[src/rtl/bse_pkg.sv]
package bse_pkg;

  localparam int VALUE_BITS = 16;

  typedef struct packed {
    logic load;
    logic width;
    logic count_step;
    logic rewind;
    logic gather_step;
    logic emit_step;
    logic advance;
    logic clear;
  } bse_cmd_t;

  typedef struct packed {
    logic scan_done;
    logic bucket_end;
    logic last_bucket;
  } bse_sts_t;

endpackage

[src/rtl/bse_ctrl.sv]
module bse_ctrl (
  input  logic              clk_i,
  input  logic              rst_ni,
  input  logic              in_fire_i,
  input  logic              in_last_i,
  input  logic              out_free_i,
  input  bse_pkg::bse_sts_t sts_i,
  output bse_pkg::bse_cmd_t cmd_o,
  output logic              in_ready_o
);
  import bse_pkg::*;

  typedef enum logic [2:0] {
    S_LOAD, S_WIDTH, S_COUNT, S_GATHER, S_EMIT, S_CLEAR
  } state_e;

  state_e state_q;

  always_ff @(posedge clk_i or negedge rst_ni) begin
    if (!rst_ni) begin
      state_q <= S_LOAD;
    end else begin
      case (state_q)
        S_LOAD: if (in_fire_i && in_last_i) state_q <= S_WIDTH;
        S_WIDTH: state_q <= S_COUNT;
        S_COUNT: if (sts_i.scan_done) state_q <= S_GATHER;
        S_GATHER: if (sts_i.scan_done) state_q <= S_EMIT;
        S_EMIT: if (sts_i.bucket_end) state_q <= sts_i.last_bucket ? S_CLEAR : S_GATHER;
        S_CLEAR: state_q <= S_LOAD;
        default: state_q <= S_LOAD;
      endcase
    end
  end

  assign in_ready_o = (state_q == S_LOAD);

  always_comb begin
    cmd_o = '0;
    cmd_o.load = in_fire_i;
    cmd_o.width = (state_q == S_WIDTH);
    cmd_o.count_step = (state_q == S_COUNT) && !sts_i.scan_done;
    cmd_o.rewind = (state_q == S_COUNT) && sts_i.scan_done;
    cmd_o.gather_step = (state_q == S_GATHER) && !sts_i.scan_done;
    cmd_o.emit_step = (state_q == S_EMIT) && !sts_i.bucket_end && out_free_i;
    cmd_o.advance = (state_q == S_EMIT) && sts_i.bucket_end && !sts_i.last_bucket;
    cmd_o.clear = (state_q == S_CLEAR);
  end

endmodule

[src/rtl/bse_datapath.sv]
module bse_datapath #(
  parameter int NUM_BUCKETS = 6,
  parameter int BUCKET_CAPACITY = 10,
  parameter int MAX_ITEMS = 64
) (
  input  logic              clk_i,
  input  logic              rst_ni,
  input  bse_pkg::bse_cmd_t cmd_i,
  input  logic [15:0]       in_value_i,
  output bse_pkg::bse_sts_t sts_o,
  output logic [15:0]       out_value_o,
  output logic              out_last_o,
  output logic [7:0]        out_dropped_o
);
  import bse_pkg::*;

  localparam int CW = $clog2(MAX_ITEMS + 1);
  localparam int AW = $clog2(MAX_ITEMS);
  localparam int FW = $clog2(BUCKET_CAPACITY + 1);
  localparam int SW = (BUCKET_CAPACITY > 1) ? $clog2(BUCKET_CAPACITY) : 1;
  localparam int BW = $clog2(NUM_BUCKETS);
  localparam int QW = VALUE_BITS + 1;
  localparam int MW = QW + 1;
  localparam int PW = QW + MW;
  localparam int SH = QW + $clog2(NUM_BUCKETS);
  localparam int RECIP = ((1 << SH) + NUM_BUCKETS - 1) / NUM_BUCKETS;
  localparam int TW = QW + BW;
  localparam int TOTAL = NUM_BUCKETS * BUCKET_CAPACITY;
  localparam int NW = $clog2(TOTAL + 1);

  logic [VALUE_BITS-1:0] store_q [MAX_ITEMS];
  logic [CW-1:0] count_q;
  logic [VALUE_BITS-1:0] max_q;
  logic [7:0] drop_q;
  logic [QW-1:0] width_q;
  logic [CW-1:0] rd_idx_q;
  logic [VALUE_BITS-1:0] rd_val_q;
  logic rd_vld_q;
  logic [FW-1:0] fill_q [NUM_BUCKETS];
  logic [BW-1:0] cur_b_q;
  logic [VALUE_BITS-1:0] slot_q [BUCKET_CAPACITY];
  logic [FW-1:0] slot_n_q;
  logic [FW-1:0] emit_k_q;
  logic [NW-1:0] emit_n_q;

  logic [VALUE_BITS-1:0] vin;
  logic store_full;
  logic rd_issue;
  logic [QW-1:0] dividend;
  logic [PW-1:0] product;
  logic [BW-1:0] rd_bkt;
  logic [BUCKET_CAPACITY-1:0] ins_at;
  logic do_insert;
  logic drop_inc;
  logic [NW-1:0] total;

  assign vin = in_value_i[VALUE_BITS-1:0];
  assign store_full = (count_q == CW'(MAX_ITEMS));
  assign rd_issue = (cmd_i.count_step || cmd_i.gather_step) && (rd_idx_q != count_q);

  // The bucket width is ceil(max / N) + 1, with the division done by a
  // reciprocal multiplication that is exact over the whole dividend range.
  assign dividend = QW'(max_q) + QW'(NUM_BUCKETS - 1);
  assign product = dividend * MW'(RECIP);

  always_comb begin
    rd_bkt = '0;
    for (int k = 1; k < NUM_BUCKETS; k++) begin
      if (TW'(rd_val_q) >= TW'(width_q) * TW'(k)) rd_bkt = rd_bkt + 1'b1;
    end
  end

  always_comb begin
    for (int j = 0; j < BUCKET_CAPACITY; j++) begin
      ins_at[j] = (FW'(j) >= slot_n_q) || (slot_q[j] > rd_val_q);
    end
  end

  assign do_insert = cmd_i.gather_step && rd_vld_q && (rd_bkt == cur_b_q) &&
                     (slot_n_q != FW'(BUCKET_CAPACITY));

  assign drop_inc = (cmd_i.load && store_full) ||
                    (cmd_i.count_step && rd_vld_q &&
                     fill_q[rd_bkt] == FW'(BUCKET_CAPACITY));

  always_comb begin
    total = '0;
    for (int b = 0; b < NUM_BUCKETS; b++) total = total + NW'(fill_q[b]);
  end

  always_ff @(posedge clk_i) begin
    if (cmd_i.load && !store_full) store_q[count_q[AW-1:0]] <= vin;
    if (rd_issue) rd_val_q <= store_q[rd_idx_q[AW-1:0]];
  end

  // Values of the current bucket are kept in ascending order as they arrive.
  always_ff @(posedge clk_i) begin
    if (do_insert) begin
      if (ins_at[0]) slot_q[0] <= rd_val_q;
      for (int j = 1; j < BUCKET_CAPACITY; j++) begin
        if (ins_at[j]) slot_q[j] <= ins_at[j-1] ? slot_q[j-1] : rd_val_q;
      end
    end
  end

  always_ff @(posedge clk_i or negedge rst_ni) begin
    if (!rst_ni) begin
      count_q <= '0;
      max_q <= '0;
      drop_q <= '0;
      width_q <= '0;
      rd_idx_q <= '0;
      rd_vld_q <= 1'b0;
      cur_b_q <= '0;
      slot_n_q <= '0;
      emit_k_q <= '0;
      emit_n_q <= '0;
      for (int b = 0; b < NUM_BUCKETS; b++) fill_q[b] <= '0;
    end else if (cmd_i.clear) begin
      count_q <= '0;
      max_q <= '0;
      drop_q <= '0;
      for (int b = 0; b < NUM_BUCKETS; b++) fill_q[b] <= '0;
    end else begin
      if (cmd_i.load && !store_full) begin
        count_q <= count_q + 1'b1;
        if (vin > max_q) max_q <= vin;
      end
      if (drop_inc && drop_q != 8'hFF) drop_q <= drop_q + 1'b1;
      if (cmd_i.count_step && rd_vld_q && fill_q[rd_bkt] != FW'(BUCKET_CAPACITY)) begin
        fill_q[rd_bkt] <= fill_q[rd_bkt] + 1'b1;
      end
      if (cmd_i.width || cmd_i.rewind || cmd_i.advance) begin
        rd_idx_q <= '0;
        rd_vld_q <= 1'b0;
        slot_n_q <= '0;
        emit_k_q <= '0;
      end else begin
        if (cmd_i.count_step || cmd_i.gather_step) begin
          rd_vld_q <= rd_issue;
          if (rd_issue) rd_idx_q <= rd_idx_q + 1'b1;
        end
        if (do_insert) slot_n_q <= slot_n_q + 1'b1;
        if (cmd_i.emit_step) emit_k_q <= emit_k_q + 1'b1;
      end
      if (cmd_i.width) begin
        width_q <= QW'(product >> SH) + 1'b1;
        cur_b_q <= '0;
        emit_n_q <= '0;
      end else begin
        if (cmd_i.advance) cur_b_q <= cur_b_q + 1'b1;
        if (cmd_i.emit_step) emit_n_q <= emit_n_q + 1'b1;
      end
    end
  end

  assign sts_o.scan_done = (rd_idx_q == count_q) && !rd_vld_q;
  assign sts_o.bucket_end = (emit_k_q == slot_n_q);
  assign sts_o.last_bucket = (cur_b_q == BW'(NUM_BUCKETS - 1));

  assign out_value_o = slot_q[emit_k_q[SW-1:0]];
  assign out_last_o = (emit_n_q + 1'b1 == total);
  assign out_dropped_o = drop_q;
endmodule

[src/rtl/bucket_sort_engine_top.sv]
// Loading accepts one value per cycle until the value marked last.
// Sorting then computes the bucket width, scans the stored values once to size the
// buckets and, for each bucket, scans them again to gather and order its values,
// then emits its results as the sink takes them and moves on to the next bucket.
// After the last bucket a clear step resets the run state and loading resumes.
// Asynchronous active-low reset returns the block to loading with empty state.
module bucket_sort_engine_top #(
  parameter int NUM_BUCKETS = 6,
  parameter int BUCKET_CAPACITY = 10,
  parameter int MAX_ITEMS = 64
) (
  input  logic        clk_i,
  input  logic        rst_ni,
  input  logic        s_axis_tvalid,
  output logic        s_axis_tready,
  input  logic [15:0] s_axis_tdata,  // value
  input  logic        s_axis_tlast,
  output logic        m_axis_tvalid,
  input  logic        m_axis_tready,
  output logic [23:0] m_axis_tdata,  // sorted_value, dropped
  output logic        m_axis_tlast
);
  import bse_pkg::*;

  bse_cmd_t cmd;
  bse_sts_t sts;
  logic in_fire;
  logic free;
  logic [15:0] val;
  logic lst;
  logic [7:0] drp;
  logic [15:0] ov_q;
  logic [7:0] od_q;
  logic ol_q, ovld_q;

  assign in_fire = s_axis_tvalid && s_axis_tready;
  assign free = !ovld_q || m_axis_tready;

  bse_ctrl u_ctrl (
    .clk_i, .rst_ni, .in_fire_i(in_fire), .in_last_i(s_axis_tlast),
    .out_free_i(free), .sts_i(sts), .cmd_o(cmd),
    .in_ready_o(s_axis_tready)
  );

  bse_datapath #(
    .NUM_BUCKETS(NUM_BUCKETS), .BUCKET_CAPACITY(BUCKET_CAPACITY),
    .MAX_ITEMS(MAX_ITEMS)
  ) u_dp (
    .clk_i, .rst_ni, .cmd_i(cmd), .in_value_i(s_axis_tdata), .sts_o(sts),
    .out_value_o(val), .out_last_o(lst), .out_dropped_o(drp)
  );

  always_ff @(posedge clk_i or negedge rst_ni) begin
    if (!rst_ni) ovld_q <= 1'b0;
    else if (cmd.emit_step) ovld_q <= 1'b1;
    else if (m_axis_tready) ovld_q <= 1'b0;
  end
  always_ff @(posedge clk_i) begin
    if (cmd.emit_step) begin
      ov_q <= val;
      ol_q <= lst;
      od_q <= drp;
    end
  end

  assign m_axis_tvalid = ovld_q;
  assign m_axis_tdata = {od_q, ov_q};
  assign m_axis_tlast = ol_q;
endmodule

[config.mk]
export PLATFORM = sky130hd
export DESIGN_NAME = bucket_sort_engine_top
export DESIGN_NICKNAME = d
export VERILOG_FILES = /design/src/rtl/bse_pkg.sv /design/src/rtl/bse_ctrl.sv /design/src/rtl/bse_datapath.sv /design/src/rtl/bucket_sort_engine_top.sv
export SDC_FILE = /design/constraint.sdc
export NUM_CORES = 2
export LEC_CHECK = 0
export ABC_CLOCK_PERIOD_IN_PS = 7200
export BUFFER_PORTS_ARGS = -buffer_cell sky130_fd_sc_hd__buf_2
export CORE_MARGIN = 4
export CORE_UTILIZATION = 35
export DETAILED_ROUTE_END_ITERATION = 16
export HOLD_SLACK_MARGIN = 0.02
export RECOVER_POWER = 50
export SLEW_MARGIN = 20
export SYNTH_ARGS = -nofsm -noshare
export SYNTH_HDL_FRONTEND = slang
export SYNTH_SLANG_ARGS = --single-unit
[constraint.sdc]
create_clock -name clk_i -period 7.2 [get_ports clk_i]
set_input_delay 0.36 -clock clk_i [delete_from_list [all_inputs] [get_ports clk_i]]
set_output_delay 0.36 -clock clk_i [all_outputs]
set_load 0.01 [all_outputs]
==> flow_summary.yaml <==
outcome:
  outcome: "finished with violations"
  violations: "max-capacitance violations, max-slew violations"
floorplanning:
  initial_core_util_pct: 35.2
  ios: 48
  fp.dieArea_um2: 196000
  core_area_um2: 188000
  placementRows: 159
  die_h_um: 442
  die_w_um: 442
yosys:
  synth.cell_area_um2: 66100
  syn_avg_cell_area_um2: 16.1
  ys_seq_area_share_pct: 59.5
  synth-edff-count: 1225
  synthFlopType: "edfxtp_1"
  syn-num-nets: 4658
  yosys_warnings: 0
  synth_cell_types: 80
  syn_inst: 4094
  synthArstFlopShare_pct: 7.55
  ys_ff_latch: 1325
setup_path:
  path_class: "reg -> reg"
  critPathLaunchType: "flop"
  crit_required_ps: 7820
  cp-end-kind: "flop"
  critical_path.max_fanout: 4
  cp_slowest_cell: "fa_1"
  arrival_ps: 7620
  critPathMaxStageDelay_ps: 540
clock_tree:
  clockBufferDepth: 3
  numCtsBuffers: 145
  cts_tree: "yes"
  h-tree-depth: 4
  cts-root-buf: "clkbuf_16"
  clkTransAtPathRegs_ps: 60
  cts_sinks: 1325
  clock_latency_ps: 770
timing:
  fmax_ghz: 0.143
  period_share_pct: 97.3
  drv_slew: 1273
  finalSetupViolCount: 0
  worst_slack_ps: 191
  tightest_slew_ps: 3530
  relSlewSlack_pct: -135
  rsz0062_at_grt: "yes"
  hold_slack_ps: 139
  finalHoldViolations: 0
  clock_skew_ps: 45.3
  finalCriticalPeriod_ps: 7010
final_layout:
  drive_above_1_share_pct: 23.3
  final_cell_mix: "1225 x edfxtp_1, 429 x ha_1, 369 x mux4_2"
  stdcell_area_um2: 76000
  n_fill_cell: 17100
  area_growth_pct: 15.0
  final_common_cell: "edfxtp_1"
  nets: 4962
placed_design:
  placed_area_um2: 70800
  place.gp.congestion: 0.810
  io_buffers: 47
  dpl.hpwl_um: 107000
  dp_slack_ps: -272
min_path:
  worstHoldPathType: "in -> reg"
detailed_routing:
  via_per_inst: 5.24
  route.detailed.drc: 0
  ant_nets: 0
  drt_iter0_drc: 2860
  vias: 36800
  dr.pass1.iters: 5
  wl_per_cell_um: 23.0
  finalWirelength_um: 161000
grt:
  grt_pass1_vias: 37900
  grt_overflow_total: 0
  grt_first_pass_wirelength_um: 244000
  grt_usage_pct: 16.3
  grt_max_degree: 124
  antenna_found_initial: 6
flow_run:
  max_cap_violations: 21
==> per-stage QoR <==
stage | instances | util, % | TNS, ps
after floorplan | 4094 | - | 0
after global placement | 6716 | 37.7 | -426
after detailed placement | 6716 | 37.7 | -2220
after CTS | 6980 | 40.2 | 0
after global routing | 7007 | 40.5 | -1290
final | 7011 | 40.5 | 0
==> state kept, by name, indices dropped and copies added (netlist names), 16 cells and up <==
register and count:
ov_q 16, u_dp.fill_q 24, u_dp.max_q 16, u_dp.rd_val_q 16, u_dp.slot_q 160, u_dp.store_q 1024, u_dp.width_q 16
==> Yosys cell counts (26+ instances only) <==
cell type | instances | area (um2)
a211oi_1 | 32 | 240
a21oi_1 | 144 | 721
fa_1 | 97 | 1940
xnor2_1 | 68 | 596
nand2b_1 | 44 | 275
mux2i_1 | 34 | 340
nand4_1 | 50 | 313
dfrtp_1 | 100 | 2500
ha_1 | 446 | 5580
nor2_1 | 157 | 589
mux2_2 | 138 | 1550
inv_1 | 300 | 1130
a21o_1 | 64 | 480
mux4_2 | 369 | 8310
xor2_1 | 51 | 447
nor2b_1 | 58 | 363
clkbuf_1 | 118 | 443
nand3_1 | 82 | 410
nand2_1 | 114 | 428
o21ai_0 | 125 | 626
buf_1 | 40 | 150
o21a_1 | 26 | 195
edfxtp_1 | 1225 | 36800
==> repair_timing <==
action	4_1_cts	5_1_grt
endpoints found under the hold margin	51	0
setup buffers	0	25
gates cloned	0	1
hold buffers	4	0
pin swaps	3	61
resized for setup	16	87
endpoints found under the setup margin	15	44
==> cells by family after synthesis <==
kind of cell / count (synthesis) / synth area share [%]
AO/OA/AOI/OAI: 496 / 4.73
XOR/XNOR: 123 / 1.70
adder cells (fa/ha/maj): 543 / 11.4
buffers and inverters: 462 / 2.63
flip-flops: 1325 / 59.5
multiplexers: 541 / 15.4
AND/OR/NAND/NOR: 604 / 4.63
==> worst max-delay path: cells and delay by family (launching register included) <==
family,cells,cell delay [ps]
adders and majority gates,8,3020
buffers and inverters,5,420
xor gates and xnor gates,4,610
AOI/OAI and AO/OA,7,1200
DFF,1,430
and+or+nand+nor,6,1180
==> routing by layer <==
| metal | vias to the layer above | global-route usage [%] | part of all wire, % |
|---|---|---|---|
| li1 | 16600 | - | - |
| met5 | - | 0 | 0 |
| met3 | 198 | 2.51 | 4.9 |
| met1 | 19100 | 22.6 | 44 |
| met4 | 0 | 3.84 | 2.3 |
| met2 | 881 | 27.1 | 49 |
==> path summary, 6_finish.rpt <==
check / from / endpoint / slack [ps] / cells after the start
setup / recovery: u_dp.max_q[0] / u_dp.width_q[14] / 190 / 30
hold / removal: s_axis_tlast / u_ctrl.state_q[0] / 140 / 5
setup reg to reg: u_dp.max_q[0] / u_dp.width_q[14] / 190 / 30
hold reg to reg: u_dp.fill_q[0] / u_dp.fill_q[0] / 500 / 2
max in group asynchronous: rst_ni / u_dp.emit_k_q[0] / 1310 / 3
min in group asynchronous: rst_ni / u_dp.rd_idx_q[4] / 1360 / 2
==> cell type report <==
type	instances	area [um2]	area share (%)
diodes	5	12.5	0.0165
multi-input cells	2308	25600	33.7
clock buffers	183	3780	4.98
flip-flops and latches	1325	39300	51.7
well taps	2495	3120	4.11
clock inverters	77	891	1.17
repair buffers	316	2120	2.79
inverters	302	1130	1.49
Power is left out: the tool's default activity adds up to more than one toggle a clock period on the data nets, which glitch-free logic cannot reach.
